File: src/design/gtb_pkg.sv
// shared types, constants and table-building functions for the gaussian tone burst generator
// depends on nothing; used by gtb_cfg, gtb_ctrl, gtb_datapath and the top level
`default_nettype none

package gtb_pkg;

  localparam logic signed [63:0] ONE_Q30 = 64'sd1073741824;
  localparam logic [63:0] HALF_PI_Q30 = 64'd1686629713;
  localparam logic [63:0] INV_E_Q30 = 64'd395007542;

  localparam int REG_SAMPLE_COUNT = 0;
  localparam int REG_FREQ_STEP = 1;
  localparam int REG_ENVELOPE_STEP = 2;
  localparam int REG_PLUS_AMPLITUDE = 3;
  localparam int REG_CROSS_AMPLITUDE = 4;

  typedef struct packed {
    logic [20:0] sample_count;
    logic [30:0] freq_step;
    logic [31:0] envelope_step;
    logic signed [31:0] plus_amplitude;
    logic signed [31:0] cross_amplitude;
  } cfg_t;

  typedef enum logic [3:0] {
    ST_IDLE,
    ST_PHASE,
    ST_K,
    ST_U,
    ST_E,
    ST_ECAP,
    ST_ROM,
    ST_PC,
    ST_OP,
    ST_PS,
    ST_OC,
    ST_FIN
  } state_t;

  typedef enum logic [2:0] {
    OP_PHASE,
    OP_K,
    OP_U,
    OP_E,
    OP_PC,
    OP_OP,
    OP_PS,
    OP_OC
  } mul_op_t;

  typedef struct packed {
    logic mul_en;
    mul_op_t op;
    logic start;
    logic cap_k;
    logic cap_big;
    logic cap_e;
    logic cap_plus;
    logic load_out;
  } cmd_t;

  typedef struct packed {
    logic out_free;
  } status_t;

  function automatic logic signed [63:0] sin_div_by(input logic signed [63:0] x,
                                                   input int i);
    logic signed [63:0] q;
    case (i)
      0: q = x / 64'sd6;
      1: q = x / 64'sd20;
      2: q = x / 64'sd42;
      3: q = x / 64'sd72;
      4: q = x / 64'sd110;
      5: q = x / 64'sd156;
      6: q = x / 64'sd210;
      7: q = x / 64'sd272;
      8: q = x / 64'sd342;
      default: q = x;
    endcase
    return q;
  endfunction

  function automatic logic signed [63:0] cos_div_by(input logic signed [63:0] x,
                                                   input int i);
    logic signed [63:0] q;
    case (i)
      0: q = x / 64'sd2;
      1: q = x / 64'sd12;
      2: q = x / 64'sd30;
      3: q = x / 64'sd56;
      4: q = x / 64'sd90;
      5: q = x / 64'sd132;
      6: q = x / 64'sd182;
      7: q = x / 64'sd240;
      8: q = x / 64'sd306;
      default: q = x;
    endcase
    return q;
  endfunction

  function automatic logic [63:0] exp_div_by(input logic [63:0] x, input int n);
    logic [63:0] q;
    case (n)
      1: q = x / 64'd1;
      2: q = x / 64'd2;
      3: q = x / 64'd3;
      4: q = x / 64'd4;
      5: q = x / 64'd5;
      6: q = x / 64'd6;
      7: q = x / 64'd7;
      8: q = x / 64'd8;
      9: q = x / 64'd9;
      10: q = x / 64'd10;
      11: q = x / 64'd11;
      12: q = x / 64'd12;
      13: q = x / 64'd13;
      14: q = x / 64'd14;
      default: q = x;
    endcase
    return q;
  endfunction

  function automatic logic signed [63:0] clamp_unit(input logic signed [63:0] v);
    logic signed [63:0] c;
    if (v < 0) begin
      c = 64'sd0;
    end else if (v > ONE_Q30) begin
      c = ONE_Q30;
    end else begin
      c = v;
    end
    return c;
  endfunction

  // packed {sin, cos} for a quantized turn fraction
  function automatic logic [63:0] sincos_entry(input logic [31:0] a);
    logic [63:0] x;
    logic signed [63:0] xs;
    logic signed [63:0] x2;
    logic signed [63:0] ts;
    logic signed [63:0] tc;
    logic signed [63:0] s;
    logic signed [63:0] c;
    logic signed [63:0] sn;
    logic signed [63:0] cs;
    x = ({34'd0, a[29:0]} * HALF_PI_Q30) >> 30;
    xs = signed'(x);
    x2 = (xs * xs) >>> 30;
    ts = ONE_Q30;
    tc = ONE_Q30;
    for (int i = 8; i >= 0; i--) begin
      ts = ONE_Q30 - sin_div_by((x2 * ts) >>> 30, i);
      tc = ONE_Q30 - cos_div_by((x2 * tc) >>> 30, i);
    end
    s = clamp_unit((xs * ts) >>> 30);
    c = clamp_unit(tc);
    case (a[31:30])
      2'd0: begin
        sn = s;
        cs = c;
      end
      2'd1: begin
        sn = c;
        cs = -s;
      end
      2'd2: begin
        sn = -s;
        cs = -c;
      end
      default: begin
        sn = -c;
        cs = s;
      end
    endcase
    return {sn[31:0], cs[31:0]};
  endfunction

  // exp(-uq*uq/2) in q30 for a quantized envelope argument in q24
  function automatic logic [30:0] env_entry(input logic [26:0] uq);
    logic [63:0] v;
    logic [63:0] m;
    logic [63:0] f;
    logic [63:0] t;
    logic [63:0] num;
    logic [63:0] rem;
    logic [63:0] r;
    v = ({37'd0, uq} * {37'd0, uq}) >> 25;
    m = v >> 24;
    f = v & 64'hFFFFFF;
    t = 64'd1073741824;
    for (int n = 14; n >= 1; n--) begin
      t = 64'd1073741824 + exp_div_by((f * t) >> 24, n);
    end
    num = (64'd1 << 60) + (t >> 1);
    rem = 64'd0;
    r = 64'd0;
    for (int b = 63; b >= 0; b--) begin
      rem = {rem[62:0], num[b]};
      if (rem >= t) begin
        rem = rem - t;
        r[b] = 1'b1;
      end
    end
    for (int i = 0; i < 32; i++) begin
      if (64'(i) < m) begin
        r = (r * INV_E_Q30 + (64'd1 << 29)) >> 30;
      end
    end
    return r[30:0];
  endfunction

endpackage

`default_nettype wire

File: src/design/gtb_cfg.sv
// apb-style configuration register file for the gaussian tone burst generator
// depends on gtb_pkg
`default_nettype none

module gtb_cfg (
  input  wire logic         clk,
  input  wire logic         rst_n,
  input  wire logic         psel,
  input  wire logic         penable,
  input  wire logic         pwrite,
  input  wire logic [4:0]   paddr,
  input  wire logic [31:0]  pwdata,
  output logic [31:0]       prdata,
  output logic              pready,
  output gtb_pkg::cfg_t     cfg
);

  gtb_pkg::cfg_t cfg_r;
  logic          wr_en;
  logic [2:0]    reg_sel;

  assign pready = 1'b1;
  assign wr_en = psel && penable && pwrite;
  assign reg_sel = paddr[4:2];
  assign cfg = cfg_r;

  always_ff @(posedge clk) begin
    if (!rst_n) begin
      cfg_r.sample_count <= 21'd1024;
      cfg_r.freq_step <= '0;
      cfg_r.envelope_step <= '0;
      cfg_r.plus_amplitude <= '0;
      cfg_r.cross_amplitude <= '0;
    end else if (wr_en) begin
      case (reg_sel)
        3'(gtb_pkg::REG_SAMPLE_COUNT): cfg_r.sample_count <= pwdata[20:0];
        3'(gtb_pkg::REG_FREQ_STEP): cfg_r.freq_step <= pwdata[30:0];
        3'(gtb_pkg::REG_ENVELOPE_STEP): cfg_r.envelope_step <= pwdata;
        3'(gtb_pkg::REG_PLUS_AMPLITUDE): cfg_r.plus_amplitude <= signed'(pwdata);
        3'(gtb_pkg::REG_CROSS_AMPLITUDE): cfg_r.cross_amplitude <= signed'(pwdata);
        default: ;
      endcase
    end
  end

  always_comb begin
    case (reg_sel)
      3'(gtb_pkg::REG_SAMPLE_COUNT): prdata = {11'd0, cfg_r.sample_count};
      3'(gtb_pkg::REG_FREQ_STEP): prdata = {1'b0, cfg_r.freq_step};
      3'(gtb_pkg::REG_ENVELOPE_STEP): prdata = cfg_r.envelope_step;
      3'(gtb_pkg::REG_PLUS_AMPLITUDE): prdata = cfg_r.plus_amplitude;
      3'(gtb_pkg::REG_CROSS_AMPLITUDE): prdata = cfg_r.cross_amplitude;
      default: prdata = '0;
    endcase
  end

endmodule

`default_nettype wire

File: config.mk
export PLATFORM = sky130hd
export DESIGN_NAME = gtb_cfg
export DESIGN_NICKNAME = d
export VERILOG_FILES = /design/src/design/gtb_pkg.sv /design/src/design/gtb_cfg.sv
export SDC_FILE = /design/constraint.sdc
export NUM_CORES = 1
export LEC_CHECK = 0
export ABC_AREA = 1
export BUFFER_PORTS_ARGS = -buffer_cell sky130_fd_sc_hd__buf_2
export CAP_MARGIN = 20
export CORE_ASPECT_RATIO = 1.2
export CORE_UTILIZATION = 56
export CTS_CLUSTER_DIAMETER = 120
export CTS_CLUSTER_SIZE = 24
export DETAILED_ROUTE_END_ITERATION = 8
export PLACE_DENSITY = 0.9
export RECOVER_POWER = 25
export SYNTH_ARGS = -nofsm -noshare
export SYNTH_HDL_FRONTEND = slang
export SYNTH_SLANG_ARGS = --single-unit
File: constraint.sdc
create_clock -name clk -period 3.65 [get_ports clk]
set_clock_uncertainty 0.15 [all_clocks]
set_input_delay 0.5475 -clock clk [delete_from_list [all_inputs] [get_ports clk]]
set_output_delay 0.5475 -clock clk [all_outputs]
set_load 0.1 [all_outputs]
==> After elaboration in Yosys (flattened, before gate mapping) <==
Cells that the tools add are included.
{ "word_totals": {"input_bits": 42, "regBits": 148, "output_inout_bits": 181, "word_cells": 18} }
{ "classes": {"n_mux": 1, "eq_ne": 4, "n_reduce_logical": 8} }
{ "op_table": {"columns": ["cell", "n"], "rows": [
  ["32-bit one-hot mux with 5 select lines", 1],
  ["2-bit AND reduction", 5],
  ["3-bit by 2-bit == test with 1-bit output (second input constant)", 2],
  ["3-bit by 1-bit == test with 1-bit output (second input constant)", 1],
  ["3-bit == test (second input constant)", 1],
  ["3-bit zero test", 1],
  ["1-bit logical AND", 2]
]} }

==> Logic depth before layout (Yosys ltp) <==
{ "logic_depth": {"word_depth": 3, "ltp_mapped": 9, "mapped_depth_nobuf": 7} }

==> Worst setup path before layout <==
Ideal clock, no wire load.
{ "synth_timing": {"kind": "input to output", "start": "input paddr[2]", "end": "output prdata[31]", "path_slack_ns": 0.962, "arrival_ns": 1.990, "path_buffers": 2, "stages": 7, "required_ns": 2.952, "cell_sequence": "buf_4 -> inv_2 -> nand2_1 -> nor2_4 -> buf_2 -> nand2_1 -> nand3_1"} }
{ "synth_between": {"elab_chain_cells": 2, "elab_cells_between_ends": 6, "cone_classes": "eq/ne (4); mux (1); reduce/logical (1)"} }
{ "synth_lines": {"columns": ["element", "line_no", "rtl"], "rows": [
  ["start: declaration", "gtb_cfg.sv:11", "input wire logic [4:0] paddr,"],
  ["3-bit == test (tied with other cells)", "gtb_cfg.sv:47", "case (reg_sel)"],
  ["32-bit one-hot mux with 5 select lines *", "gtb_cfg.sv:47", null],
  ["end: declaration", "gtb_cfg.sv:13", "output logic [31:0] prdata,"]
]} }
Mark *: on every way between the ends. The rest lies on a longest branch, timed or not.

==> Final worst setup path <==
{ "layout_timing": {"start": "input paddr[4]", "end": "output prdata[23]"} }
Same word-level chain as after synthesis.

==> metrics.txt <==
max-cap viol count=0; Num CTS Buffers=17; Vias=8,510; clk root buf=clkbuf_16; Synth Area in XOR/XNOR=0; switching fraction of total power=0.292; Seq pwr share=0.435; top_reg_cell synth=dfxtp_1; Worst R2R End=cfg[99]; Die Ht=127 µm; synth top area cells=dfxtp_1, nand2_1, nor2_1, nand3_1, inv_1; setup bufs post-CTS=0; post-synthesis compound-gate area fraction=0.000690; sequential-to-total area share from yosys stat=0.409; syn_nets=1,226; fin crit period=3.32 ns; post-synthesis cell count=1,184; final global-route overflow total=0; Finished Cell Area=0.00933 mm²; I/O Buffers=219; nets=1,407; Slew @ Worst Pin=1.25 ns; Hold Path Class=in2reg; number of global-route vias before repair=7,632; GRT busiest layer=met2; fillers=1,026; Max FO, Critical Path=58; pre-CTS WS=0.374 ns; hold path depth=3; worst setup margin=0.334 ns; Crit Path Class=in2out; routed len/inst=15.8 µm; R2R setup slack=2.82 ns; PwrDens=408 mW/mm²; Synth Cell Area=0.00725 mm²; met1 Use GR=0.411; logic gate share of total power=0.132; CTS Sinks=148; Clock Pin Slew Worst Setup and Hold Paths=0.06 ns; drt pass-1 iters=7; # H-tree levels=4; All-Layer GR Usage=0.363; share of layout cells above drive strength 1=0.149; worst skew pair latency=0.42 ns; Worst Hold Endpoint=cfg[137]; CTS resizes=0; Post-Synth Adder-Cell Area=0; CP Launch Type=input pin; worst flop-to-flop path startpoint=cfg[99]; Die Area=0.0134 mm²; DR DRC count=0; Via density=5.51; final setup fails=0; Hold Crit Start=pwdata[10]; Internal=0.00269 W; setup total negative slack=0 ns; Max Slew Vio Count=0; post-synth top area share=0.409; met2 usage in global routing=0.589; Synth warnings=0; Avg Cell Area, Syn=6.12 µm²; I/O pins=223; asr flop ratio synth=0; Final GP Congestion=0.919; placed instance area=0.00886 mm²; largest family of logic cells by synthesized area=simple AND/OR/NAND/NOR gates; Largest register FFs=148; die width=106 µm; num rows=45; Yosys reg bits=148; final hold viol count=0; final core occ=0.739; CP Data Required Time=2.95 ns; storage element area=0.00296 mm²; Max IR drop VDD=360 µV; synthesis-to-finish area growth=28.7%; Final ANT Viol Nets=0; final WL=24,500 µm; first-pass GRT wire length=38,200 µm; R2R depth=2; Iter 0 DRT Violations=847; CTS tree=built; crit end category=primary output; Initial Util=0.575; met3 Resource Use GR=0.108; # hold bufs at CTS=0; # placed instances=1,510; RSZ-0062 raised after global routing=false; EDFF count, synth=0; Slew headroom=0.170; DP HPWL=16,300 µm; outcome=complete, no violations; leading area contributor after synthesis=dfxtp_1; Max Buffers Root-to-Sink=2; sw power=0.00111 W; largest net degree at the start of global routing=79; Synth Area in Simple Gates=0.493; initial antenna violation count=3; power share of the clock group=0.433; fin cells=1,545; Arr. time, crit path=2.62 ns; Tcrit/Tclk final=0.908; P_leak=4.43 nW; mux share of post-synthesis cell area=0; post-synth cell types=16; footprint of the multi-input gates=0.00360 mm²; Core Footprint=0.0126 mm²; FMAX=302 MHz
cell type report:
class	count	share of cell area
multi-input cells	874	0.386
clock buffers	21	0.0483
diodes	3	0.000805
repair buffers	245	0.182
inverters	79	0.0319
well taps	164	0.0220
flip-flops and latches	148	0.318
clock inverters	11	0.0113
kinds of logic (layout without fill, tap and decap cells):
kind of cell	count (synthesis)	after routing
compound gates	1	1
buf+inv	162	356
flops	148	148
other cells	1	4
simple gates	872	872
per-stage QoR:
stage / power, W / hold WS [ns]
floorplan: 0.00206 / 0.524
global placement: 0.00217 / 0.331
detailed placement: 0.00218 / 0.336
CTS: 0.00380 / 0.222
global route: 0.00390 / 0.234
finish: 0.00381 / 0.233
how the worst max path moves through the flow:
stage            endpoint  startpoint  slack (ns)
6_report       prdata[23]    paddr[4]        0.33
5_1_grt        prdata[23]    paddr[4]        0.19
4_1_cts        prdata[23]    paddr[4]        0.36
3_5_place_dp   prdata[23]    paddr[4]        0.37
3_3_place_gp   prdata[23]    paddr[4]        0.43
2_1_floorplan  prdata[31]    paddr[2]        0.96
per-layer routing:
metal	share of wire	wire, µm
met1	0.35	8620
met3	0.13	3100
met4	0.061	1480
met2	0.46	11300
met5	0	0
cell usage after synthesis, types with 4 or more instances:
| cell | instances |
|---|---|
| clkbuf_1 | 12 |
| inv_2 | 4 |
| nand4_1 | 31 |
| buf_1 | 17 |
| buf_2 | 44 |
| nand2_1 | 353 |
| dfxtp_1 | 148 |
| inv_1 | 75 |
| nor2_1 | 330 |
| nand3_1 | 151 |
| buf_4 | 10 |
placed cells by master (no fill, tap or decap):
cell type,n
dfxtp_1,148
o21ai_0,1
clkinv_4,3
nand2_1,353
nand4_1,31
bufinv_16,1
nor2_1,328
buf_4,25
clkinvlp_4,4
buf_2,104
nand3_2,1
diode_2,3
conb_1,1
clkbuf_8,1
clkbuf_1,85
nor2_2,3
nand3_1,151
inv_6,1
clkinv_2,3
inv_2,3
inv_1,75
nor2_4,5
clkbuf_16,17
buf_12,34
critical path, stage by stage:
cell and delay [ns]:
buf_2 0.20, inv_2 0.11, buf_4 0.51, nand2_1 0.19, nor2_4 0.46, nand2_1 0.09, nand2_1 0.15, inv_1 0.05
nand2_1 0.11, buf_12 0.18
power by group through the flow:
stage,logic (W),registers (W),clock network (W)
after floorplan,0.000222,0.00184,0
after global placement,0.000486,0.00169,0
after detailed placement,0.000493,0.00169,0
after CTS,0.000497,0.00165,0.00165
after global routing,0.000526,0.00166,0.00171
final,0.000502,0.00165,0.00165
Note: power is estimated with default switching activity, not from simulation.
