$ cat config.mk
export PLATFORM = sky130hd
export DESIGN_NAME = gtb_ctrl
export DESIGN_NICKNAME = d
export VERILOG_FILES = /design/src/design/gtb_pkg.sv /design/src/design/gtb_ctrl.sv
export SDC_FILE = /design/constraint.sdc
export NUM_CORES = 1
export LEC_CHECK = 0
export BUFFER_PORTS_ARGS = -buffer_cell sky130_fd_sc_hd__buf_2
export CAP_MARGIN = 20
export CORE_AREA = 3 3 40 42
export DETAILED_ROUTE_END_ITERATION = 10
export DIE_AREA = 0 0 43 45
export GPL_TIMING_DRIVEN = 1
export PLACE_DENSITY = 0.52
export SLEW_MARGIN = 20
export SYNTH_ARGS = -nofsm -noshare
export SYNTH_HDL_FRONTEND = slang
export SYNTH_SLANG_ARGS = --single-unit
$ cat constraint.sdc
create_clock -name clk -period 1.8 [get_ports clk]
set_input_delay 0 -clock clk [delete_from_list [all_inputs] [get_ports clk]]
set_output_delay 0 -clock clk [all_outputs]
set_load 0.02 [all_outputs]
$ cat src/design/gtb_pkg.sv
// shared types, constants and table-building functions for the gaussian tone burst generator
// depends on nothing; used by gtb_cfg, gtb_ctrl, gtb_datapath and the top level
`default_nettype none

package gtb_pkg;

  localparam logic signed [63:0] ONE_Q30 = 64'sd1073741824;
  localparam logic [63:0] HALF_PI_Q30 = 64'd1686629713;
  localparam logic [63:0] INV_E_Q30 = 64'd395007542;

  localparam int REG_SAMPLE_COUNT = 0;
  localparam int REG_FREQ_STEP = 1;
  localparam int REG_ENVELOPE_STEP = 2;
  localparam int REG_PLUS_AMPLITUDE = 3;
  localparam int REG_CROSS_AMPLITUDE = 4;

  typedef struct packed {
    logic [20:0] sample_count;
    logic [30:0] freq_step;
    logic [31:0] envelope_step;
    logic signed [31:0] plus_amplitude;
    logic signed [31:0] cross_amplitude;
  } cfg_t;

  typedef enum logic [3:0] {
    ST_IDLE,
    ST_PHASE,
    ST_K,
    ST_U,
    ST_E,
    ST_ECAP,
    ST_ROM,
    ST_PC,
    ST_OP,
    ST_PS,
    ST_OC,
    ST_FIN
  } state_t;

  typedef enum logic [2:0] {
    OP_PHASE,
    OP_K,
    OP_U,
    OP_E,
    OP_PC,
    OP_OP,
    OP_PS,
    OP_OC
  } mul_op_t;

  typedef struct packed {
    logic mul_en;
    mul_op_t op;
    logic start;
    logic cap_k;
    logic cap_big;
    logic cap_e;
    logic cap_plus;
    logic load_out;
  } cmd_t;

  typedef struct packed {
    logic out_free;
  } status_t;

  function automatic logic signed [63:0] sin_div_by(input logic signed [63:0] x,
                                                   input int i);
    logic signed [63:0] q;
    case (i)
      0: q = x / 64'sd6;
      1: q = x / 64'sd20;
      2: q = x / 64'sd42;
      3: q = x / 64'sd72;
      4: q = x / 64'sd110;
      5: q = x / 64'sd156;
      6: q = x / 64'sd210;
      7: q = x / 64'sd272;
      8: q = x / 64'sd342;
      default: q = x;
    endcase
    return q;
  endfunction

  function automatic logic signed [63:0] cos_div_by(input logic signed [63:0] x,
                                                   input int i);
    logic signed [63:0] q;
    case (i)
      0: q = x / 64'sd2;
      1: q = x / 64'sd12;
      2: q = x / 64'sd30;
      3: q = x / 64'sd56;
      4: q = x / 64'sd90;
      5: q = x / 64'sd132;
      6: q = x / 64'sd182;
      7: q = x / 64'sd240;
      8: q = x / 64'sd306;
      default: q = x;
    endcase
    return q;
  endfunction

  function automatic logic [63:0] exp_div_by(input logic [63:0] x, input int n);
    logic [63:0] q;
    case (n)
      1: q = x / 64'd1;
      2: q = x / 64'd2;
      3: q = x / 64'd3;
      4: q = x / 64'd4;
      5: q = x / 64'd5;
      6: q = x / 64'd6;
      7: q = x / 64'd7;
      8: q = x / 64'd8;
      9: q = x / 64'd9;
      10: q = x / 64'd10;
      11: q = x / 64'd11;
      12: q = x / 64'd12;
      13: q = x / 64'd13;
      14: q = x / 64'd14;
      default: q = x;
    endcase
    return q;
  endfunction

  function automatic logic signed [63:0] clamp_unit(input logic signed [63:0] v);
    logic signed [63:0] c;
    if (v < 0) begin
      c = 64'sd0;
    end else if (v > ONE_Q30) begin
      c = ONE_Q30;
    end else begin
      c = v;
    end
    return c;
  endfunction

  // packed {sin, cos} for a quantized turn fraction
  function automatic logic [63:0] sincos_entry(input logic [31:0] a);
    logic [63:0] x;
    logic signed [63:0] xs;
    logic signed [63:0] x2;
    logic signed [63:0] ts;
    logic signed [63:0] tc;
    logic signed [63:0] s;
    logic signed [63:0] c;
    logic signed [63:0] sn;
    logic signed [63:0] cs;
    x = ({34'd0, a[29:0]} * HALF_PI_Q30) >> 30;
    xs = signed'(x);
    x2 = (xs * xs) >>> 30;
    ts = ONE_Q30;
    tc = ONE_Q30;
    for (int i = 8; i >= 0; i--) begin
      ts = ONE_Q30 - sin_div_by((x2 * ts) >>> 30, i);
      tc = ONE_Q30 - cos_div_by((x2 * tc) >>> 30, i);
    end
    s = clamp_unit((xs * ts) >>> 30);
    c = clamp_unit(tc);
    case (a[31:30])
      2'd0: begin
        sn = s;
        cs = c;
      end
      2'd1: begin
        sn = c;
        cs = -s;
      end
      2'd2: begin
        sn = -s;
        cs = -c;
      end
      default: begin
        sn = -c;
        cs = s;
      end
    endcase
    return {sn[31:0], cs[31:0]};
  endfunction

  // exp(-uq*uq/2) in q30 for a quantized envelope argument in q24
  function automatic logic [30:0] env_entry(input logic [26:0] uq);
    logic [63:0] v;
    logic [63:0] m;
    logic [63:0] f;
    logic [63:0] t;
    logic [63:0] num;
    logic [63:0] rem;
    logic [63:0] r;
    v = ({37'd0, uq} * {37'd0, uq}) >> 25;
    m = v >> 24;
    f = v & 64'hFFFFFF;
    t = 64'd1073741824;
    for (int n = 14; n >= 1; n--) begin
      t = 64'd1073741824 + exp_div_by((f * t) >> 24, n);
    end
    num = (64'd1 << 60) + (t >> 1);
    rem = 64'd0;
    r = 64'd0;
    for (int b = 63; b >= 0; b--) begin
      rem = {rem[62:0], num[b]};
      if (rem >= t) begin
        rem = rem - t;
        r[b] = 1'b1;
      end
    end
    for (int i = 0; i < 32; i++) begin
      if (64'(i) < m) begin
        r = (r * INV_E_Q30 + (64'd1 << 29)) >> 30;
      end
    end
    return r[30:0];
  endfunction

endpackage

`default_nettype wire

$ cat src/design/gtb_ctrl.sv
// sequencing state machine: walks one request through the shared multiplier steps
// depends on gtb_pkg
`default_nettype none

module gtb_ctrl (
  input  wire logic             clk,
  input  wire logic             rst_n,
  input  wire logic             in_valid,
  output logic                  in_stall,
  input  wire gtb_pkg::status_t sts,
  output gtb_pkg::cmd_t         cmd
);

  gtb_pkg::state_t state_r;
  gtb_pkg::state_t state_nxt;

  always_ff @(posedge clk) begin
    if (!rst_n) begin
      state_r <= gtb_pkg::ST_IDLE;
    end else begin
      state_r <= state_nxt;
    end
  end

  always_comb begin
    state_nxt = state_r;
    cmd = '0;
    cmd.op = gtb_pkg::OP_PHASE;
    in_stall = 1'b1;
    case (state_r)
      gtb_pkg::ST_IDLE: begin
        in_stall = 1'b0;
        if (in_valid) begin
          cmd.start = 1'b1;
          state_nxt = gtb_pkg::ST_PHASE;
        end
      end
      gtb_pkg::ST_PHASE: begin
        cmd.mul_en = 1'b1;
        cmd.op = gtb_pkg::OP_PHASE;
        state_nxt = gtb_pkg::ST_K;
      end
      gtb_pkg::ST_K: begin
        cmd.mul_en = 1'b1;
        cmd.op = gtb_pkg::OP_K;
        state_nxt = gtb_pkg::ST_U;
      end
      gtb_pkg::ST_U: begin
        cmd.cap_k = 1'b1;
        cmd.mul_en = 1'b1;
        cmd.op = gtb_pkg::OP_U;
        state_nxt = gtb_pkg::ST_E;
      end
      gtb_pkg::ST_E: begin
        cmd.cap_big = 1'b1;
        cmd.mul_en = 1'b1;
        cmd.op = gtb_pkg::OP_E;
        state_nxt = gtb_pkg::ST_ECAP;
      end
      gtb_pkg::ST_ECAP: begin
        cmd.cap_e = 1'b1;
        state_nxt = gtb_pkg::ST_ROM;
      end
      gtb_pkg::ST_ROM: begin
        state_nxt = gtb_pkg::ST_PC;
      end
      gtb_pkg::ST_PC: begin
        cmd.mul_en = 1'b1;
        cmd.op = gtb_pkg::OP_PC;
        state_nxt = gtb_pkg::ST_OP;
      end
      gtb_pkg::ST_OP: begin
        cmd.mul_en = 1'b1;
        cmd.op = gtb_pkg::OP_OP;
        state_nxt = gtb_pkg::ST_PS;
      end
      gtb_pkg::ST_PS: begin
        cmd.cap_plus = 1'b1;
        cmd.mul_en = 1'b1;
        cmd.op = gtb_pkg::OP_PS;
        state_nxt = gtb_pkg::ST_OC;
      end
      gtb_pkg::ST_OC: begin
        cmd.mul_en = 1'b1;
        cmd.op = gtb_pkg::OP_OC;
        state_nxt = gtb_pkg::ST_FIN;
      end
      gtb_pkg::ST_FIN: begin
        if (sts.out_free) begin
          cmd.load_out = 1'b1;
          state_nxt = gtb_pkg::ST_IDLE;
        end
      end
      default: begin
        state_nxt = gtb_pkg::ST_IDLE;
      end
    endcase
  end

  a_accept_starts: assert property (@(posedge clk) disable iff (!rst_n)
    (in_valid && !in_stall) |=> state_r == gtb_pkg::ST_PHASE)
    else $error("accepted request did not start the sequence");

  a_fin_holds: assert property (@(posedge clk) disable iff (!rst_n)
    (state_r == gtb_pkg::ST_FIN && !sts.out_free) |=> state_r == gtb_pkg::ST_FIN)
    else $error("finished sample left while output slot busy");

endmodule

`default_nettype wire

# ---- Word-level counts from Yosys, hierarchy flattened
# Index checks and enable logic that the tools add are counted.
# Widths: inputs -> output; s select.
dict set report word_totals {
  regBits 4
  output_inout_bits 11
  word_cells 29
}
dict set report classes {
  n_eq_ne 13
  mux 13
  n_reduce_logical 2
}
# cell n
set ops {}
lappend ops {{$pmux 4 s12} 1}
lappend ops {{$pmux 4 s8} 1}
lappend ops {{$eq 4x3->1 const B} 4}
lappend ops {{$eq 4x4->1 const B} 4}
lappend ops {{$mux 1} 9}
lappend ops {{$eq 4x2->1 const B} 2}
lappend ops {{$mux 4} 2}
lappend ops {{$eq 4x1->1 const B} 1}
lappend ops {{$logic_not 4->1} 1}
lappend ops {{$ne 2x2->1 const B} 2}
lappend ops {{$reduce_and 2->1} 1}

# ---- Longest topological paths before layout
# Gate-level depths: netlist of run 1.
dict set report depth {
  depth_word 3
  depth_mapped 5
  depth_no_buf 3
}

# ---- Worst setup path before layout of run 1
# Ideal clock, no wire load.
dict set report synth_path {
  kind {reg-to-output}
  startpoint {register state_r[0]}
  endpoint {output cmd[7] (netlist bit)}
  arrival_ns 1.369
  setup_slack_ns 0.431
  path_stages_with_launch 5
  path_buffers 2
  cell_sequence {dfxtp_1 -> buf_6 -> buf_2 -> nor3_1 -> a21o_1}
}
# item line
set synth_lines {}
lappend synth_lines {{from (decl)} gtb_ctrl.sv:14} ;# gtb_pkg::state_t state_r;
lappend synth_lines {{from (signal assigned)} gtb_ctrl.sv:19} ;# state_r <= gtb_pkg::ST_IDLE;
lappend synth_lines {{from (signal assigned)} gtb_ctrl.sv:21} ;# state_r <= state_nxt;
lappend synth_lines {{to (decl)} gtb_ctrl.sv:11} ;# output gtb_pkg::cmd_t cmd

==> results by group, run 1 <==
Run status
  – Outcome: completed

Cells and area
  – Regs by FF count: state_r (4)
  – Top reg by flops: state_r
  – Layout cell share with drive strength beyond 1: 0.328
  – Multi-input gate area: around 240 sq um
  – Nets: 70
  – Layout Area Growth over Synthesis: 23.1%
  – Final Instance Area: ~450 sq um
  – FF+latch area: around 81 sq um
  – Antenna cells: 0
  – Layout fillers: 143
  – Max reg flops: 4

Worst setup path
  – Crit-path slowest cell: dfxtp_1
  – R2R depth: 3
  – Flop2flop setup slack: 0.39 ns
  – CP Cell Sequence: nand2_1, or3_1, nand2_1, buf_2
  – Setup crit start kind: flip-flop
  – Data required, critical path: 1.80 ns
  – Critical path class: reg2out
  – Most frequent CP cell: nand2_1
  – Setup crit end kind: output pin
  – CP Data Arrival Time: about 1.7 ns
  – Worst reg2reg startpoint: state_r[0]$_SDFFE_PN0P_
  – Crit path max fanout: 16
  – Critical Path Max Stage Delay: approximately 0.62 ns
  – Reg2reg end: state_r[3]$_SDFFE_PN0P_

Clock tree
  – Cts repair resizes: 0
  – Postcts setup bufs: 0
  – CTS Sinks: 4
  – Root Driver: clkbuf_4
  – Longest Clk Path Bufs: 2
  – Worst-path clk slew: approximately 0.040 ns
  – CTS tree: yes
  – TritonCTS Buffers: 3
  – Hold Buf Count CTS: 0
  – H-tree Lvls: 1
  – Skew-Pair Late Insertion Delay: 0.24 ns

GRT
  – GRT Residual Overflow: 0
  – Met2 Resource Use GR: 0.141
  – GRT Util Overall: 0.100
  – Grt met3 use: 0.0120
  – First-pass GRT wire length: roughly 1.5 mm
  – Met1 GRT Util: 0.147
  – Vias in the first global route: 334
  – Largest net degree at the start of global routing: 20
  – Initial antenna violation count: 0
  – Most Used Layer, Global Route: met1

Die
  – Std-Cell Rows: 13
  – Placeable Area: 1280 sq um
  – Die Y: 45 microns
  – Die area: 1940 sq um
  – # IOs: 15
  – Initial Util: 0.282
  – Die width: 43 microns

Synthesis
  – Post-synth EDFFs: 0
  – Synthesized Nets: 56
  – Synth cell types: 22
  – Mapped Cells: 52
  – Synth Register Bits: 4
  – Syn. warnings: 0
  – Synth Cell Area: around 360 sq um
  – Sequential area share after synthesis: 0.221
  – Async SR Flop Fraction: 0
  – Dominant synthesized flop cell: dfxtp_1
  – Syn avg cell area: 6.98 sq um

Routing
  – DR iter-0 viols: 10
  – Vias per inst: ~5.0
  – Total number of vias: 392
  – Post-route ant nets: 0
  – Residual DRC count: 0
  – WL/cell: 10.9 microns
  – Routed WL: 865 microns
  – DRT Pass-1 Iters: 2

STA
  – Slew Limit Headroom: 0.670
  – Slew Viols, Final: 0
  – Final hold violation count: 0
  – Post-route setup TNS: 0 ns
  – Final worst-path setup slack: between 0.15 and 0.2 ns
  – Period minus WS final: 1.65 ns
  – RSZ-0062 raised after global routing: no
  – Fin crit share: 0.914
  – Worst Clk Skew: 0.00116 ns
  – Worst-Margin Slew: roughly 0.49 ns
  – Final setup viols: 0
  – F_max: 608 MHz

Hold path
  – HP Start: rst_n
  – Min-Delay Path Class: in2reg
  – Worst Hold End: state_r[3]$_SDFFE_PN0P_
  – WHS Path Cells: 3

Placement
  – Pre-CTS WS: 0.421 ns
  – Area after DPL: 423 sq um
  – PortBufs: 14
  – Final HPWL DP: 616 microns
  – GP Congestion: 0.733

Power
  – PD cells: 1120 nW/um^2
  – LEAKAGE: 0.204 nW
  – Total power: between 500 and 600 uW
  – Peak VDD IR: 504 uV

Flow run
  – Max cap viols: 0
## cells by family after synthesis
group / Yosys count / share of synthesized area
simple gates: 23 / 0.348
flops: 4 / 0.221
compound gates: 13 / 0.228
xor+xnor: 3 / 0.0724
buf+inv: 9 / 0.131
## final cells by class
type,count,area share
inverter,3,0.0252
multi-input combinational,39,0.527
sequential,4,0.182
tap,15,0.0420
clock buffer,3,0.0504
timing repair buffer,15,0.174
## per-layer routing
| layer | wire length, microns | part of all wire |
|---|---|---|
| met5 | 0 | 0 |
| met4 | 17 | 0.020 |
| met3 | 47 | 0.054 |
| met2 | 344 | 0.40 |
| met1 | 457 | 0.53 |
## worst max-delay path: cells and delay by family (launching register included)
kind | cells | cell delay (ns)
buffers and inverters | 1 | 0.15
DFF | 1 | 0.62
and+or+nand+nor | 3 | 0.63
## cell usage in the layout (no fill, tap or decap), types with 2 or more instances in the layout
cell and instances:
nand2_1 5, nor3b_1 2, nand3_1 3, a21oi_1 4, xnor2_1 3, buf_2 14
nor2_1 5, inv_1 3, or3_1 2, a221oi_1 2, dfxtp_1 3, o21ai_0 3
clkbuf_4 3, nor3_1 2
## where the power goes
| group | internal, mW | switching (mW) | leakage (nW) |
|---|---|---|---|
| registers | 0.105 | 0.0558 | 0.0334 |
| clock network | 0.0750 | 0.0420 | 0.0138 |
| logic | 0.101 | 0.124 | 0.157 |
## how the worst max path moves through the flow
stage | start | to | slack (ns) | depth (start not counted)
after global routing | state_r[0]$_SDFFE_PN0P_ | cmd[8] | 0.09 | 4
after CTS | state_r[0]$_SDFFE_PN0P_ | cmd[8] | 0.16 | 4
after detailed placement | state_r[1]$_SDFFE_PN0P_ | state_r[0]$_SDFFE_PN0P_ | 0.42 | 3
final | state_r[0]$_SDFFE_PN0P_ | cmd[8] | 0.15 | 4
after global placement | state_r[1]$_SDFFE_PN0P_ | state_r[0]$_SDFFE_PN0P_ | 0.41 | 3
after floorplan | state_r[0]$_SDFFE_PN0P_ | cmd[7] | 0.43 | 4
## synth_stat cells, drive strengths merged (2+ instances only)
cell / instances / area, sq um
buf: 6 / 36.3
nand2: 5 / 18.8
nor2: 5 / 18.8
a21oi: 4 / 20.0
dfxtp: 4 / 80.1
o21ai: 4 / 23.8
inv: 3 / 11.3
nand3: 3 / 15.0
xnor2: 3 / 26.3
a221oi: 2 / 17.5
nor3: 2 / 10.0
nor3b: 2 / 15.0
or3: 2 / 12.5
## through the flow
stage | instances | hold slack (ns) | util
6_report | 79 | 0.0192 | 0.348
5_1_grt | 79 | 0.0518 | 0.348
4_1_cts | 79 | 0.0284 | 0.347
3_5_place_dp | 76 | 0.270 | 0.329
3_3_place_gp | 76 | 0.280 | 0.329
2_1_floorplan | 52 | 0.119 | -
Note: power is estimated with default switching activity, not from simulation.
==> inputs of run 2 (changes only) <==
- REMOVE_ABC_BUFFERS: unset -> 1
==> results by group, run 2 (synthesis results as in run 1) <==
Run status
  – Outcome: completed

Cells and area
  – Non-filler instance count after layout: 78
  – Max reg flops: 4
  – Leading cell type in the layout, fill and taps excluded: buf_2
  – Regs by FF count: state_r (4)
  – Layout cell share with drive strength beyond 1: 0.302
  – Top reg by flops: state_r
  – Commonest cells after routing, fill and taps aside: 14 x buf_2, 5 x nand2_1, 5 x nor2_1
  – Layout Area Growth over Synthesis: 20.7%
  – Nets: between 60 and 70
  – Layout fillers: 153
  – Antenna cells: 0

Die
  – Die Y: 45 microns
  – Initial Util: 0.282
  – Std-Cell Rows: 13
  – Placeable Area: 1280 sq um
  – # IOs: 15
  – Die area: 1940 sq um
  – Die width: ~43 microns

Power
  – Internal power contribution: 277 uW
  – PD cells: 1130 nW/um^2
  – Peak VDD IR: about 410 uV
  – Sw Share: 0.442
  – Sequential power share: 0.323
  – Sw power: 219 uW
  – Logic pwr share: 0.449
  – Clock Power Share: 0.227
  – LEAKAGE: 0.200 nW
  – Total power: 496 uW

Worst setup path
  – Setup crit end kind: output pin
  – Critical Path Max Stage Delay: about 0.56 ns
  – Setup crit start kind: flip-flop
  – Crit path max fanout: 12
  – CP Data Arrival Time: about 1.7 ns
  – Data required, critical path: between 1.5 and 2 ns
  – Delay-heaviest family, CP: flip-flops
  – Critical path class: reg2out
  – Crit-path slowest cell: dfxtp_1
  – CP bufs+invs: 2
  – CP Cell Sequence: inv_1, or3_1, nand2_1, buf_2

GRT
  – Vias in the first global route: 295
  – Initial antenna violation count: 0
  – Largest net degree at the start of global routing: 20
  – GRT Util Overall: 0.0940
  – GRT Residual Overflow: 0
  – First-pass GRT wire length: 1.35 mm

Clock tree
  – Hold Buf Count CTS: 0
  – CTS tree: yes
  – Worst-path clk slew: 0.04 ns
  – Cts repair resizes: 0
  – TritonCTS Buffers: 3
  – Postcts setup bufs: 0
  – Skew-Pair Late Insertion Delay: about 0.23 ns
  – H-tree Lvls: 1
  – CTS Sinks: 4
  – Root Driver: clkbuf_4
  – Longest Clk Path Bufs: 2

STA
  – Worst Clk Skew: 0.00248 ns
  – Fin crit share: 0.942
  – Final setup viols: 0
  – F_max: 590 MHz
  – Period minus WS final: 1.70 ns
  – Slew Viols, Final: 0
  – RSZ-0062 raised after global routing: no
  – Post-route setup TNS: 0 ns
  – Slew Limit Headroom: 0.594
  – Worst-Margin Slew: between 0.6 and 0.7 ns
  – Final hold violation count: 0

Placement
  – PortBufs: 14
  – GP Congestion: 0.763
  – Final HPWL DP: approximately 600 microns
  – Inst Count DP: 75

Routing
  – DR top layer: met3
  – DR iter-0 viols: 4
  – Routed wl met2: 377 microns
  – Vias per inst: 4.86
  – WL/cell: 11.6 microns
  – DRT Pass-1 Iters: 3
  – Routed WL: about 910 microns
  – WL met3: roughly 40 microns
  – Residual DRC count: 0
  – DRT met1 WL: about 490 microns
  – Total number of vias: around 380
  – Post-route ant nets: 0

Hold path
  – Min-Delay Path Class: in2reg

Flow run
  – Max cap viols: 0
-- run 2: cell type report --
type	instances	area [sq um]	share of cell area
flip-flops and latches	4	80.1	0.183
multi-input cells	39	235	0.537
repair buffers	14	70.1	0.160
well taps	15	18.8	0.0429
inverters	3	11.3	0.0257
clock buffers	3	22.5	0.0514
-- run 2: worst paths after layout --
kind | startpoint | to | slack (ns) | cells after the start
max | state_r[2]$_SDFFE_PN0P_ | cmd[8] | 0.10 | 4
max reg2reg | state_r[2]$_SDFFE_PN0P_ | state_r[3]$_SDFFE_PN0P_ | 0.36 | 3
min reg2reg | state_r[1]$_SDFFE_PN0P_ | state_r[0]$_SDFFE_PN0P_ | 0.67 | 2
min | rst_n | state_r[3]$_SDFFE_PN0P_ | 0.05 | 3
-- run 2: power groups by stage --
stage	Clock, mW	Combinational, mW	Sequential [mW]
2_1_floorplan	0	0.168	0.145
3_3_place_gp	0	0.226	0.160
3_5_place_dp	0	0.225	0.160
4_1_cts	0.118	0.226	0.158
5_1_grt	0.119	0.246	0.165
6_report	0.113	0.223	0.160
-- run 2: worst min-delay path, cell delays in order --
cell,delay (ns)
buf_2,0.12
o21ai_2,0.07
a31oi_1,0.04
-- run 2: per-stage QoR --
step / instance area, sq um / util / hold WS [ns] / setup WS [ns]
detailed placement: 415 / 0.323 / 0.284 / 0.369
finish: 438 / 0.341 / 0.0470 / 0.104
CTS: 438 / 0.341 / 0.0349 / 0.111
global route: 438 / 0.341 / 0.0550 / 0.00161
global placement: 415 / 0.323 / 0.289 / 0.360
floorplan: 327 / - / 0.119 / 0.330
-- run 2: metal layers --
| layer | up-vias | GRT usage |
|---|---|---|
| met3 | 0 | 0.0279 |
| met4 | 0 | 0.0723 |
| met1 | 166 | 0.139 |
| li1 | 204 | - |
| met2 | 9 | 0.108 |
| met5 | - | 0 |
==> inputs of run 3 (changes only) <==
- HOLD_SLACK_MARGIN: unset -> 0.08
==> results by group, run 3 (synthesis results as in run 1) <==
Run status
  – Outcome: completed

Routing
  – Post-route ant nets: 0
  – Total number of vias: between 300 and 400
  – DRT Pass-1 Iters: 4
  – DR iter-0 viols: 5
  – Residual DRC count: 0
  – Vias per inst: 4.85
  – Routed WL: 907 microns
  – WL/cell: 11.5 microns

GRT
  – GRT Util Overall: 0.0948
  – First-pass GRT wire length: roughly 1.4 mm
  – Initial antenna violation count: 0
  – GRT Residual Overflow: 0
  – Vias in the first global route: 298
  – Largest net degree at the start of global routing: 20

Cells and area
  – Top reg by flops: state_r
  – Layout cell share with drive strength beyond 1: 0.297
  – Leading cell type in the layout, fill and taps excluded: buf_2
  – Max reg flops: 4
  – Commonest cells after routing, fill and taps aside: 14 x buf_2, 5 x nand2_1, 5 x nor2_1
  – Layout Area Growth over Synthesis: 23.4%
  – Regs by FF count: state_r (4)
  – Nets: 70
  – Antenna cells: 0
  – Post-Route Utilization: 0.349

Worst setup path
  – R2R depth: 3
  – CP Data Arrival Time: 1.70 ns
  – Worst reg2reg startpoint: state_r[2]$_SDFFE_PN0P_
  – Setup crit end kind: output pin
  – Crit path max fanout: 12
  – Flop2flop setup slack: 0.36 ns
  – Setup crit start kind: flip-flop
  – Data required, critical path: 1.80 ns
  – Reg2reg end: state_r[3]$_SDFFE_PN0P_
  – Critical path class: reg2out

Die
  – # IOs: 15
  – Initial Util: 0.282
  – Placeable Area: 1280 sq um
  – Die width: 43 microns
  – Die Y: 45 microns
  – Die area: 1940 sq um
  – Std-Cell Rows: 13

Hold path
  – WHS Path Cells: 4
  – Worst Hold End: state_r[3]$_SDFFE_PN0P_
  – Min-Delay Path Class: in2reg
  – HP Start: sts

Clock tree
  – TritonCTS Buffers: 3
  – Worst-path clk slew: approximately 0.04 ns
  – H-tree Lvls: 1
  – CTS Sinks: 4
  – Longest Clk Path Bufs: 2
  – CTS tree: yes
  – Root Driver: clkbuf_4
  – Skew-Pair Late Insertion Delay: roughly 0.23 ns

STA
  – Period minus WS final: 1.70 ns
  – WHS: 0.101 ns
  – RSZ-0062 raised after global routing: no
  – Post-route setup TNS: 0 ns
  – Fin crit share: 0.945
  – Final hold violation count: 0
  – Final setup viols: 0
  – Slew Limit Headroom: 0.597
  – Worst Clk Skew: 0.00363 ns
  – Worst-Margin Slew: around 0.6 ns
  – Slew Viols, Final: 0
  – F_max: 588 MHz

Placement
  – PortBufs: 14
  – GP Congestion: 0.763
  – Final HPWL DP: 592 microns

Power
  – Sequential power share: 0.322
  – Logic pwr share: 0.450
  – LEAKAGE: 0.204 nW
  – PD cells: 1110 nW/um^2
  – Sw Share: 0.442
  – Sw power: around 220 uW
  – Internal power contribution: 278 uW
  – Peak VDD IR: a little over 400 uV
  – Clock Power Share: 0.229

Flow run
  – Max cap viols: 0
run 3: layout make-up:
class                           instances  area (sq um)
Tap cell                               15          18.8
Fill cell                             151           837
Inverter                                3          11.3
Clock buffer                            3          22.5
Sequential cell                         4          80.1
Multi-Input combinational cell         39           235
Timing Repair Buffer                   15          80.1
run 3: per-stage QoR:
| stage | instance area, sq um | power [mW] | setup WS (ns) | cells |
|---|---|---|---|---|
| finish | 448 | 0.498 | 0.0991 | 79 |
| global route | 448 | 0.532 | 0.00172 | 79 |
| CTS | 448 | 0.504 | 0.111 | 79 |
| detailed placement | 415 | 0.385 | 0.369 | 75 |
| global placement | 415 | 0.385 | 0.360 | 75 |
| floorplan | 327 | 0.314 | 0.330 | 46 |
run 3: worst max path at each step:
| stage | start | end | slack, ns | cells past startpoint |
|---|---|---|---|---|
| finish | state_r[2]$_SDFFE_PN0P_ | cmd[8] | 0.1 | 4 |
| global route | state_r[2]$_SDFFE_PN0P_ | cmd[8] | 0.002 | 4 |
| CTS | state_r[2]$_SDFFE_PN0P_ | cmd[8] | 0.11 | 4 |
| detailed placement | state_r[2]$_SDFFE_PN0P_ | cmd[8] | 0.37 | 4 |
| global placement | state_r[2]$_SDFFE_PN0P_ | cmd[8] | 0.36 | 4 |
| floorplan | state_r[3]$_SDFFE_PN0P_ | cmd[0] | 0.33 | 2 |
run 3: power groups by stage:
stage,clock [mW],sequential [mW],combinational [mW]
floorplan,0,0.145,0.168
global placement,0,0.160,0.226
detailed placement,0,0.160,0.225
CTS,0.118,0.158,0.228
global route,0.119,0.165,0.248
finish,0.114,0.160,0.224
run 3: what timing repair did:
item,4_1_cts,5_1_grt
hold endpoints to repair,4,0
gates resized for setup,0,0
endpoints found under the setup margin,0,0
hold buffers,1,0
buffers inserted,0,0
run 3: worst max-delay path, stage by stage (launching register included):
cell	delay [ns]
dfxtp_1	0.56
inv_1	0.24
or3_1	0.43
nand2_1	0.07
buf_2	0.16
run 3: per-layer routing:
layer / vias to the layer above / part of all wire / GRT usage
met1: 165 / 0.54 / 0.142
li1: 207 / - / -
met5: - / 0 / 0
met3: 0 / 0.052 / 0.0279
met4: 0 / 0 / 0.0723
met2: 11 / 0.41 / 0.108
